## src/rtl/fspa_pkg.sv

```systemverilog
// ---------------------------------------------------------------------------
// fspa_pkg
// Shared types and codes for the fit-strategy partition allocator.
// ---------------------------------------------------------------------------
package fspa_pkg;

  // fixed widths of the item fields
  localparam int INDEX_W = 7;
  localparam int AMT_W   = 16;
  localparam int PID_W   = 16;
  localparam int STRAT_W = 2;
  localparam int OP_W    = 2;

  // command codes produced by the front end
  localparam logic [OP_W-1:0] OP_SET   = 2'd0;
  localparam logic [OP_W-1:0] OP_ALLOC = 2'd1;
  localparam logic [OP_W-1:0] OP_FAIL  = 2'd2;

  // search strategies
  localparam logic [STRAT_W-1:0] STRAT_FIRST = 2'd0;
  localparam logic [STRAT_W-1:0] STRAT_BEST  = 2'd1;
  localparam logic [STRAT_W-1:0] STRAT_WORST = 2'd2;

  // classified command passed from front to back
  typedef struct packed {
    logic [OP_W-1:0]    op;
    logic [STRAT_W-1:0] strat;
    logic [INDEX_W-1:0] index;
    logic [AMT_W-1:0]   amount;
    logic [PID_W-1:0]   pid;
  } cmd_t;

endpackage

```

## src/rtl/fspa_ram.sv

```systemverilog
// ---------------------------------------------------------------------------
// fspa_ram
// Generic simple dual-port RAM: one write port, one registered read port.
// ---------------------------------------------------------------------------
module fspa_ram #(
  parameter int WIDTH = 8,
  parameter int DEPTH = 16
) (
  input  logic                                   clk,
  input  logic                                   wr_en,
  input  logic [(DEPTH > 1 ? $clog2(DEPTH) : 1)-1:0] wr_addr,
  input  logic [WIDTH-1:0]                       wr_data,
  input  logic                                   rd_en,
  input  logic [(DEPTH > 1 ? $clog2(DEPTH) : 1)-1:0] rd_addr,
  output logic [WIDTH-1:0]                       rd_data
);

  logic [WIDTH-1:0] mem [DEPTH];

  // write port
  always_ff @(posedge clk) begin
    if (wr_en) begin
      mem[wr_addr] <= wr_data;
    end
  end

  // registered read port
  always_ff @(posedge clk) begin
    if (rd_en) begin
      rd_data <= mem[rd_addr];
    end
  end

endmodule

```

## src/rtl/fspa_front.sv

```systemverilog
// ---------------------------------------------------------------------------
// fspa_front
// Accepts items, decodes them into commands and holds them in a
// two-entry queue for the back end.
// ---------------------------------------------------------------------------
module fspa_front
  import fspa_pkg::*;
#(
  parameter int BLOCKS = 128
) (
  input  logic               clk,
  input  logic               rst,
  input  logic               push,
  output logic               full,
  input  logic               kind,
  input  logic [STRAT_W-1:0] strategy,
  input  logic [INDEX_W-1:0] block_index,
  input  logic [AMT_W-1:0]   amount,
  input  logic [PID_W-1:0]   process_id,
  input  logic               init_busy,
  output logic               cmd_valid,
  output cmd_t               cmd,
  input  logic               cmd_pop
);

  cmd_t       q [2];
  logic       wr_ptr;
  logic       rd_ptr;
  logic [1:0] count;
  cmd_t       dec;
  logic       take;

  // classify the incoming item
  always_comb begin
    dec.strat  = strategy;
    dec.index  = block_index;
    dec.amount = amount;
    dec.pid    = process_id;
    if (!kind) begin
      dec.op = (32'(block_index) < BLOCKS) ? OP_SET : OP_FAIL;
    end else begin
      dec.op = (strategy <= STRAT_WORST) ? OP_ALLOC : OP_FAIL;
    end
  end

  // no transfers while the back end clears its table
  assign full      = (count == 2'd2) || init_busy;
  assign take      = push && !full;
  assign cmd_valid = (count != 2'd0);
  assign cmd       = q[rd_ptr];

  // queue storage
  always_ff @(posedge clk) begin
    if (take) begin
      q[wr_ptr] <= dec;
    end
  end

  // queue pointers and fill count
  always_ff @(posedge clk) begin
    if (rst) begin
      wr_ptr <= 1'b0;
      rd_ptr <= 1'b0;
      count  <= 2'd0;
    end else begin
      if (take) begin
        wr_ptr <= !wr_ptr;
      end
      if (cmd_pop) begin
        rd_ptr <= !rd_ptr;
      end
      if (take && !cmd_pop) begin
        count <= count + 2'd1;
      end else if (!take && cmd_pop) begin
        count <= count - 2'd1;
      end
    end
  end

endmodule

```

## src/rtl/fspa_back.sv

```systemverilog
// ---------------------------------------------------------------------------
// fspa_back
// Executes commands against the partition table: clearing pass after
// reset, size writes, failed results for rejected items, and a one-entry-per-cycle search for allocations.
// ---------------------------------------------------------------------------
module fspa_back
  import fspa_pkg::*;
#(
  parameter int BLOCKS    = 128,
  parameter int SIZE_BITS = 16
) (
  input  logic               clk,
  input  logic               rst,
  input  logic               cmd_valid,
  input  cmd_t               cmd,
  output logic               cmd_pop,
  output logic               init_busy,
  input  logic               pop,
  output logic               empty,
  output logic               success,
  output logic [INDEX_W-1:0] chosen_index
);

  localparam int              IDX_W = (BLOCKS > 1) ? $clog2(BLOCKS) : 1;
  localparam logic [IDX_W-1:0] LAST = IDX_W'(BLOCKS - 1);

  localparam logic [1:0] S_INIT = 2'd0;
  localparam logic [1:0] S_IDLE = 2'd1;
  localparam logic [1:0] S_SCAN = 2'd2;
  localparam logic [1:0] S_DONE = 2'd3;

  logic [1:0]           state;
  logic [IDX_W-1:0]     init_addr;
  logic [IDX_W-1:0]     scan_addr;
  logic                 scan_issue;
  logic                 rd_valid;
  logic [IDX_W-1:0]     rd_idx;
  logic [SIZE_BITS-1:0] need;
  logic [STRAT_W-1:0]   strat;
  logic [PID_W-1:0]     pid;
  logic                 have;
  logic [IDX_W-1:0]     best_idx;
  logic [SIZE_BITS-1:0] best_size;
  logic                 res_valid;
  logic                 res_success;
  logic [INDEX_W-1:0]   res_index;

  logic                 slot_free;
  logic                 wr_en;
  logic [IDX_W-1:0]     wr_addr;
  logic [SIZE_BITS:0]   wr_data;
  logic                 own_wr;
  logic [SIZE_BITS:0]   rd_data;
  logic                 ent_alloc;
  logic [SIZE_BITS-1:0] ent_size;
  logic                 qualify;
  logic                 better;
  logic                 take;
  logic                 res_load;
  logic                 load_ok;
  logic [INDEX_W-1:0]   load_idx;

  // size table: {allocated flag, size}
  fspa_ram #(
    .WIDTH (SIZE_BITS + 1),
    .DEPTH (BLOCKS)
  ) u_size_ram (
    .clk     (clk),
    .wr_en   (wr_en),
    .wr_addr (wr_addr),
    .wr_data (wr_data),
    .rd_en   (scan_issue),
    .rd_addr (scan_addr),
    .rd_data (rd_data)
  );

  // owner table, written on each successful allocation
  fspa_ram #(
    .WIDTH (PID_W),
    .DEPTH (BLOCKS)
  ) u_owner_ram (
    .clk     (clk),
    .wr_en   (own_wr),
    .wr_addr (best_idx),
    .wr_data (pid),
    .rd_en   (1'b0),
    .rd_addr ('0),
    .rd_data ()
  );

  assign init_busy    = (state == S_INIT);
  assign slot_free    = !res_valid || pop;
  assign empty        = !res_valid;
  assign success      = res_success;
  assign chosen_index = res_index;

  // compare the entry read back against the current pick
  assign ent_alloc = rd_data[SIZE_BITS];
  assign ent_size  = rd_data[SIZE_BITS-1:0];
  assign qualify   = rd_valid && !ent_alloc && (ent_size >= need);
  assign better    = ((strat == STRAT_BEST) && (ent_size < best_size)) ||
                     ((strat == STRAT_WORST) && (ent_size > best_size));
  assign take      = qualify && (!have || better);

  // table writes, command pops and result loads
  always_comb begin
    wr_en    = 1'b0;
    wr_addr  = init_addr;
    wr_data  = '0;
    own_wr   = 1'b0;
    cmd_pop  = 1'b0;
    res_load = 1'b0;
    load_ok  = 1'b0;
    load_idx = '0;
    case (state)
      S_INIT: begin
        wr_en = 1'b1;
      end
      S_IDLE: begin
        if (cmd_valid) begin
          case (cmd.op)
            OP_SET: begin
              if (slot_free) begin
                wr_en    = 1'b1;
                wr_addr  = IDX_W'(cmd.index);
                wr_data  = {1'b0, SIZE_BITS'(cmd.amount)};
                cmd_pop  = 1'b1;
                res_load = 1'b1;
                load_ok  = 1'b1;
                load_idx = cmd.index;
              end
            end
            OP_ALLOC: begin
              cmd_pop = 1'b1;
            end
            default: begin
              if (slot_free) begin
                cmd_pop  = 1'b1;
                res_load = 1'b1;
              end
            end
          endcase
        end
      end
      S_DONE: begin
        if (slot_free) begin
          res_load = 1'b1;
          if (have) begin
            wr_en    = 1'b1;
            wr_addr  = best_idx;
            wr_data  = {1'b1, best_size};
            own_wr   = 1'b1;
            load_ok  = 1'b1;
            load_idx = INDEX_W'(best_idx);
          end
        end
      end
      default: begin
      end
    endcase
  end

  // sequencer and result register control
  always_ff @(posedge clk) begin
    if (rst) begin
      state      <= S_INIT;
      init_addr  <= '0;
      scan_issue <= 1'b0;
      rd_valid   <= 1'b0;
      have       <= 1'b0;
      res_valid  <= 1'b0;
    end else begin
      if (res_load) begin
        res_valid <= 1'b1;
      end else if (pop) begin
        res_valid <= 1'b0;
      end
      case (state)
        S_INIT: begin
          init_addr <= init_addr + 1'b1;
          if (init_addr == LAST) begin
            state <= S_IDLE;
          end
        end
        S_IDLE: begin
          if (cmd_pop && (cmd.op == OP_ALLOC)) begin
            have       <= 1'b0;
            scan_issue <= 1'b1;
            rd_valid   <= 1'b0;
            state      <= S_SCAN;
          end
        end
        S_SCAN: begin
          rd_valid <= scan_issue;
          if (scan_issue && (scan_addr == LAST)) begin
            scan_issue <= 1'b0;
          end
          if (take) begin
            have <= 1'b1;
          end
          if (rd_valid && (rd_idx == LAST)) begin
            state <= S_DONE;
          end
        end
        S_DONE: begin
          if (slot_free) begin
            state <= S_IDLE;
          end
        end
        default: begin
          state <= S_IDLE;
        end
      endcase
    end
  end

  // search datapath and result payload
  always_ff @(posedge clk) begin
    if (res_load) begin
      res_success <= load_ok;
      res_index   <= load_idx;
    end
    if ((state == S_IDLE) && cmd_pop && (cmd.op == OP_ALLOC)) begin
      need      <= SIZE_BITS'(cmd.amount);
      strat     <= cmd.strat;
      pid       <= cmd.pid;
      scan_addr <= '0;
    end else if ((state == S_SCAN) && scan_issue) begin
      scan_addr <= scan_addr + 1'b1;
    end
    if (state == S_SCAN) begin
      rd_idx <= scan_addr;
      if (take) begin
        best_idx  <= rd_idx;
        best_size <= ent_size;
      end
    end
  end

endmodule

```

## src/rtl/fit_strategy_partition_allocator_core.sv

```systemverilog
// ---------------------------------------------------------------------------
// fit_strategy_partition_allocator_core
// Fixed-partition allocator with first-, best- and worst-fit search.
// ---------------------------------------------------------------------------
// results: a set or rejected item passes through the command queue and then
//   the result register; an allocation first walks the whole size table
// search: allocations run one at a time, limited by the single read
//   port of the size table, which the search walks one entry per cycle
// reset: synchronous; afterwards every entry of the size table is cleared,
//   with full held high, before the first item is taken
module fit_strategy_partition_allocator_core
  import fspa_pkg::*;
#(
  parameter int BLOCKS    = 128,
  parameter int SIZE_BITS = 16
) (
  input  logic               clk,
  input  logic               rst,
  input  logic               push,
  output logic               full,
  input  logic               kind,
  input  logic [STRAT_W-1:0] strategy,
  input  logic [INDEX_W-1:0] block_index,
  input  logic [AMT_W-1:0]   amount,
  input  logic [PID_W-1:0]   process_id,
  output logic               empty,
  input  logic               pop,
  output logic               success,
  output logic [INDEX_W-1:0] chosen_index
);

  logic cmd_valid;
  cmd_t cmd;
  logic cmd_pop;
  logic init_busy;

  // decode and command queue
  fspa_front #(
    .BLOCKS (BLOCKS)
  ) u_front (
    .clk         (clk),
    .rst         (rst),
    .push        (push),
    .full        (full),
    .kind        (kind),
    .strategy    (strategy),
    .block_index (block_index),
    .amount      (amount),
    .process_id  (process_id),
    .init_busy   (init_busy),
    .cmd_valid   (cmd_valid),
    .cmd         (cmd),
    .cmd_pop     (cmd_pop)
  );

  // table engine and result register
  fspa_back #(
    .BLOCKS    (BLOCKS),
    .SIZE_BITS (SIZE_BITS)
  ) u_back (
    .clk          (clk),
    .rst          (rst),
    .cmd_valid    (cmd_valid),
    .cmd          (cmd),
    .cmd_pop      (cmd_pop),
    .init_busy    (init_busy),
    .pop          (pop),
    .empty        (empty),
    .success      (success),
    .chosen_index (chosen_index)
  );

endmodule

```

## config.mk

```make
export PLATFORM = sky130hd
export DESIGN_NAME = fit_strategy_partition_allocator_core
export DESIGN_NICKNAME = d
export VERILOG_FILES = /design/src/rtl/fspa_pkg.sv /design/src/rtl/fspa_ram.sv /design/src/rtl/fspa_front.sv /design/src/rtl/fspa_back.sv /design/src/rtl/fit_strategy_partition_allocator_core.sv
export SDC_FILE = /design/constraint.sdc
export NUM_CORES = 2
export LEC_CHECK = 0
export BUFFER_PORTS_ARGS = -buffer_cell sky130_fd_sc_hd__clkbuf_2
export CORE_MARGIN = 2
export CORE_UTILIZATION = 60
export CTS_BUF_LIST = sky130_fd_sc_hd__clkbuf_4 sky130_fd_sc_hd__clkbuf_8
export CTS_CLUSTER_DIAMETER = 80
export DETAILED_ROUTE_END_ITERATION = 10
export PLACE_DENSITY = 0.76
export SYNTH_ARGS = -nofsm -noshare
export SYNTH_HDL_FRONTEND = slang
export SYNTH_SLANG_ARGS = --single-unit
```

## constraint.sdc

```tcl
create_clock -name clk -period 10.6 [get_ports clk]
set_input_delay 0 -clock clk [delete_from_list [all_inputs] [get_ports clk]]
set_output_delay 0 -clock clk [all_outputs]
set_load 0.01 [all_outputs]
```

* Word-level counts from Yosys, hierarchy flattened
Memory sizes are Yosys's and may differ from the RTL's. A register that Yosys moved wholly into a read port is not among the register bits. Index checks and enable logic that the tools add are counted.
Storage, ports and cells: register bits after elaboration 80, RAM bits 2262, logic and storage cells 135, memories kept 2
Memories:
- u_back.u_size_ram.mem | words 128, bits a word 17, rd ports 1, clocked after Yosys merged registers in 1, write ports 1, RTL line fspa_ram.sv:18 | logic [WIDTH-1:0] mem [DEPTH];
- u_front.q | words 2, bits a word 43, rd ports 1, clocked after Yosys merged registers in 1, write ports 1, RTL line fspa_front.sv:26 | cmd_t q [2];
Operators by class: $add $sub $neg 4, order comparisons 4, equality and inequality tests 16, multiplexer cells 55, reductions and logical operators 37
Operators with widths (count):
- $mux W7 | 10
- $mux W17 | 4
- $pmux W17 S2 | 1
- $pmux W7 S2 | 2
- $mux W1 | 22
- $eq A7 B7 Y1 const B | 3
- $ge A16 B16 Y1 | 1
- $gt A16 B16 Y1 | 1
- $lt A16 B16 Y1 | 1
- $mux W16 | 1
- $mux W2 | 8
- $add A7 B1 Y7 const B | 2
- $logic_and A1 B1 Y1 | 14
- $ne A2 B1 Y1 const B | 6
- $pmux W1 S2 | 5
- $eq A2 B2 Y1 const B | 4
- $logic_not A1 Y1 | 8
- $pmux W2 S4 | 1
- $reduce_bool A2 Y1 | 4
- $eq A2 B1 Y1 const B | 3
- $reduce_and A3 Y1 | 2
- $logic_not A2 Y1 | 2
- $logic_or A1 B1 Y1 | 4
- $reduce_and A2 Y1 | 2
- 5 further kinds | 5

* Logic depth before layout (Yosys ltp)
depth in word-level cells 9, depth in mapped cells 12, mapped depth without buffers 9

* Hierarchy
Synthesis repeated with hierarchy kept, for this count alone.
Unflattened totals: cell total of the unflattened synthesis 3759, area total of the unflattened synthesis 90750.8 µm²
By module, submodules not included:
- fspa_ram | instances 1, cells each 3269, area each 83582.7 µm²
- fspa_back | instances 1, cells each 327, area each 3801.1 µm²
- fspa_front | instances 1, cells each 163, area each 3367.0 µm²

* Worst setup path before layout
No wires, ideal clock.
kind reg2reg, start reg u_back.state[0], end mem u_back.u_size_ram.mem[0][10] in the netlist's numbering (data pin), library setup time 533 ps, data arrival time 5159 ps, required time 10067 ps, path slack 4908 ps, stages on the path, launching flop included 7, path through dfxtp_1 > ha_1 > nand3_1 > clkbuf_1 > clkinv_1 > clkbuf_1 > a22o_1
On the way: cells in the longest elaborated chain, start to end 2
RTL lines:
- start: declaration | RTL line fspa_back.sv:32 | logic [1:0] state;
- start signal: assignment | RTL line fspa_back.sv:166 | state <= S_INIT;
- start signal: assignment | RTL line fspa_back.sv:182 | state <= S_IDLE;
- start signal: assignment | RTL line fspa_back.sv:190 | state <= S_SCAN;
- $eq A2 B2 Y1 / $eq A2 B1 Y1 (equally long branches) | RTL line fspa_back.sv:115 | case (state)
- $pmux W17 S2 (*) | RTL line fspa_back.sv:115
- net u_back.u_size_ram.wr_data[10] | RTL line fspa_ram.sv:12 | input logic [WIDTH-1:0] wr_data,
- end: declaration | RTL line fspa_ram.sv:18
The timed path passes the listed nets; every way through them passes the cells marked *.

==> impl_metrics.csv <==
group,metric,value,unit
sta,setup_violations,0,
clock_network,clkTransAtPathRegs,0.06,ns
clock_network,numClockSinks,2328,
synth,synthesis.nets,4248,
pwr,p_clk_share,41.1,%
floorplanning,die_height,393,um
sta,rsz0062_at_grt,"false",
worst_setup_path,reg2reg_slack,5.56,ns
pwr,p_leak,36.4,nW
worst_setup_path,crit_required,11.18,ns
clock_network,clk_latency,1.06,ns
sta,hold_viol,0,
detailed_routing,wirelength,211000,um
floorplanning,coreArea,150000,um^2
detailed_routing,first_pass_iters,6,
worst_setup_path,worstSetupPathType,"reg2reg",
pwr,irDropWorstVdd,0.131,mV
global_route,grt_max_degree,126,
global_route,grt_pass1_wl,305000,um
final_layout,final_cells,6836,
place,dp.cells,6147,
global_route,met2_usage,43.1,%
clock_network,max-clock-path-buffers,4,
sta,whs,0.207,ns
worst_setup_path,critPathMaxFanout,29,
global_route,grt.busiest_layer,"met2",
detailed_routing,avgRoutedWirePerCell,30.9,um
pwr,p_comb_share,0.9,%
worst_setup_path,cp-end-kind,"flop",
sta,tightest_slew,1.32,ns
worst_setup_path,path_buf_inv,1,
synth,synth_cell_types,69,
global_route,grt_overflow,0,
job,maxCapViolCount,0,
global_route,antenna_found_initial,7,
clock_network,numCtsBuffers,369,
place,place.gp.congestion,0.853,
worst_setup_path,path_cells,"buf_4 -> mux2i_1 -> nand3_1 -> o32ai_1 -> a21oi_1 -> nor3_2 -> nand2_1 -> nor2_2",
detailed_routing,routed-via-count,44700,
worst_setup_path,cp_slowest_cell,"nor2_2",
global_route,grt_pass1_vias,44600,
final_layout,final_nets,4648,
sta,finalCritPeriodShare,47.5,%
sta,relSlewSlack,11.8,%
detailed_routing,antenna_left,0,
clock_network,cts_resized,0,
synth,synthArstFlopShare,0,%
worst_setup_path,critPathTopFamily,"simple AND/OR/NAND/NOR gates",
pwr,swShare,19.9,%
detailed_routing,drc_errors,0,
synth,ys_ff_latch,2328,
detailed_routing,drt_iter0_markers,5733,
sta,slew_violations,0,
clock_network,root_buffer,"clkbuf_8",
place,place_hpwl,120000,um
sta,skew,0.101,ns
synth,synth-main-ff-cell,"edfxtp_1",
worst_hold_path,hold_path.class,"in2reg",
clock_network,cts_tree,"built",
pwr,power.density,171,nW/um^2
worst_hold_path,hp-start,"push",
floorplanning,dieArea,154000,um^2
global_route,grt_util_met1,38.8,%
final_layout,drive_gt1_share,30.3,%
global_route,grt_usage,27.8,%
synth,syn-cell-area,90800,um^2
place,io_buffer_count,39,
pwr,p_sw,3.43,mW
clock_network,postCtsHoldBufs,60,
sta,max_freq,0.199,GHz
synth,synth_edf_count,2303,
synth,ys_seq_area_share,76.7,%
clock_network,htree_levels,5,
floorplanning,pin_count,56,
pwr,p_int,13.8,mW
floorplanning,die_x,393,um
global_route,grt_use_met3,6.87,%
run_status,outcome,"complete, no violations",
floorplanning,rows,142,
worst_setup_path,setup.worst_path.start_class,"flop",
clock_network,cts_setup_buffers,0,
detailed_routing,avgViaCountPerCell,6.54,
final_layout,area_growth_syn_to_layout,11.3,%
sta,finalSetupTns,0,ns
floorplanning,start_util,60.5,%
sta,min_period,5.04,ns
pwr,seqPwrFrac,58.0,%
worst_setup_path,slowest_delay,1.05,ns
worst_setup_path,worstPathArrival,5.62,ns
synth,yosys_warnings,0,
synth,synth_area_per_cell,21.8,um^2
synth,synth_cells,4162,
==> power groups by stage <==
stage	logic (mW)	clock network [mW]	registers (mW)
CTS	0.145	7.17	10.0
global route	0.154	7.58	10.0
floorplan	0.0617	0	10.2
global placement	0.125	0	10.2
finish	0.151	7.09	10.0
detailed placement	0.127	0	10.2
==> cells in the final DEF, fill, tap and decap left out, types with 7 or more instances in the layout <==
cell type / synthesis / layout
and2_1: 31 / 31
a31oi_1: 15 / 14
edfxtp_1: 2303 / 2303
mux2_2: 48 / 48
inv_1: 55 / 54
clkbuf_2: 1 / 39
clkinv_2: 0 / 27
mux4_2: 565 / 565
a21o_1: 13 / 13
nor2b_1: 13 / 10
dlygate4sd3_1: 0 / 60
a21oi_1: 100 / 100
ha_1: 40 / 40
clkinv_1: 1 / 94
buf_4: 30 / 139
o21ai_0: 50 / 50
nor2_2: 0 / 82
xor2_1: 10 / 10
nand3_1: 11 / 10
o21a_1: 17 / 17
clkbuf_8: 0 / 378
nand2b_1: 11 / 11
a22oi_1: 19 / 19
or3_1: 10 / 10
a221oi_1: 10 / 10
nand2_1: 74 / 74
nor3_1: 7 / 7
a211oi_1: 48 / 47
dfxtp_1: 25 / 19
o22ai_1: 20 / 20
buf_12: 4 / 8
nor2_1: 183 / 101
a22o_4: 0 / 16
mux2i_1: 154 / 154
o211ai_1: 10 / 10
nand4_1: 13 / 13
clkbuf_4: 0 / 118
==> cells by family (layout without fill, tap and decap cells) <==
kind of cell             count (synthesis)  in the layout  synth area share (%)
AND/OR/NAND/NOR                        376            376                  1.90
multiplexers                           767            767                  16.3
flip-flops                            2328           2328                  76.7
buffers and inverters                  273            929                  1.72
XOR/XNOR                                14             14                 0.135
adder cells (fa/ha/maj)                 40             40                 0.551
other                                    0              2                     0
AO/OA/AOI/OAI                          364            364                  2.64
==> sequential cells by signal, indices dropped and copies added (netlist names), named ones only <==
name and flops:
u_back.rd_valid 1, u_back.best_idx 7, u_front.rd_ptr 1, u_back.best_size 16
u_back.scan_issue 1, u_back.res_valid 1, u_front.wr_ptr 1, u_back.success 1
u_front.q 54, u_front.count 2, u_back.state 2, u_back.need 16
u_back.init_addr 7, u_back.have 1, u_back.u_size_ram.mem 2176, u_back.rd_idx 7
u_back.u_size_ram.rd_data 17, u_back.scan_addr 7, u_back.strat 2, u_back.chosen_index 7
==> synth_stat cells (all sizes together), types with 9 or more instances <==
cell    count  area share (%)
a22o       20            0.19
nor2      183            0.76
nand4      13           0.090
buf       147             1.2
o21a       17            0.14
nor3        9           0.061
a21o       13            0.11
a211oi     48            0.40
o22ai      20            0.14
nor2b      13           0.090
mux2       48            0.60
o21ai      55            0.30
a22oi      19            0.16
dfxtp      25            0.55
a31oi      15            0.10
a221oi     11            0.11
a21oi     101            0.56
o211ai     10           0.083
mux2i     154             1.7
edfxtp   2303              76
nand2      75            0.31
mux4      565              14
and2       31            0.21
or3        10           0.069
nand2b     11           0.076
ha         40            0.55
xor2       10           0.096
inv        55            0.23
clkbuf     70            0.29
nand3      11           0.061
==> through the flow <==
step	utilization (%)	total power, mW	setup WS [ns]	cell area [um^2]
final	67.4	17.2	5.56	101000
after global routing	67.4	17.7	5.34	101000
after CTS	67.4	17.3	5.66	101000
after detailed placement	62.5	10.3	5.72	93700
after global placement	62.5	10.3	5.76	93700
after floorplan	-	10.3	4.91	90800
==> layer usage <==
layer / up-vias / wire (um)
li1: 18300 / -
met1: 23200 / 78300
met2: 2733 / 101000
met3: 451 / 23700
met4: 7 / 7830
met5: - / 106
==> worst register-to-register path: stages (launching register included) <==
cell and delay (ns):
dfxtp_1 0.31, buf_4 0.37, mux2i_1 0.31, nand3_1 0.32
o32ai_1 0.71, a21oi_1 0.23, nor3_2 0.79, nand2_1 0.47
nor2_2 1.06
==> path summary, 6_finish.rpt <==
check                                                      to  cells after the start
worst max-delay path            u_back.u_size_ram.mem[55][15]                      8
worst min-delay path                         u_front.q[1][38]                      4
worst max register to register  u_back.u_size_ram.mem[55][15]                      8
worst min register to register             u_back.best_idx[2]                      0
==> area by class of cell <==
| class | count | area, um^2 |
|---|---|---|
| timing repair buffer | 246 | 2000 |
| clock inverter | 131 | 637 |
| antenna | 2 | 5.00 |
| sequential | 2328 | 69700 |
| clock buffer | 496 | 6090 |
| fill | 9013 | 48900 |
| multi-input combinational | 1561 | 19900 |
| inverter | 56 | 213 |
| tap | 2016 | 2520 |
No activity file was read; power rests on OpenSTA's default activity.
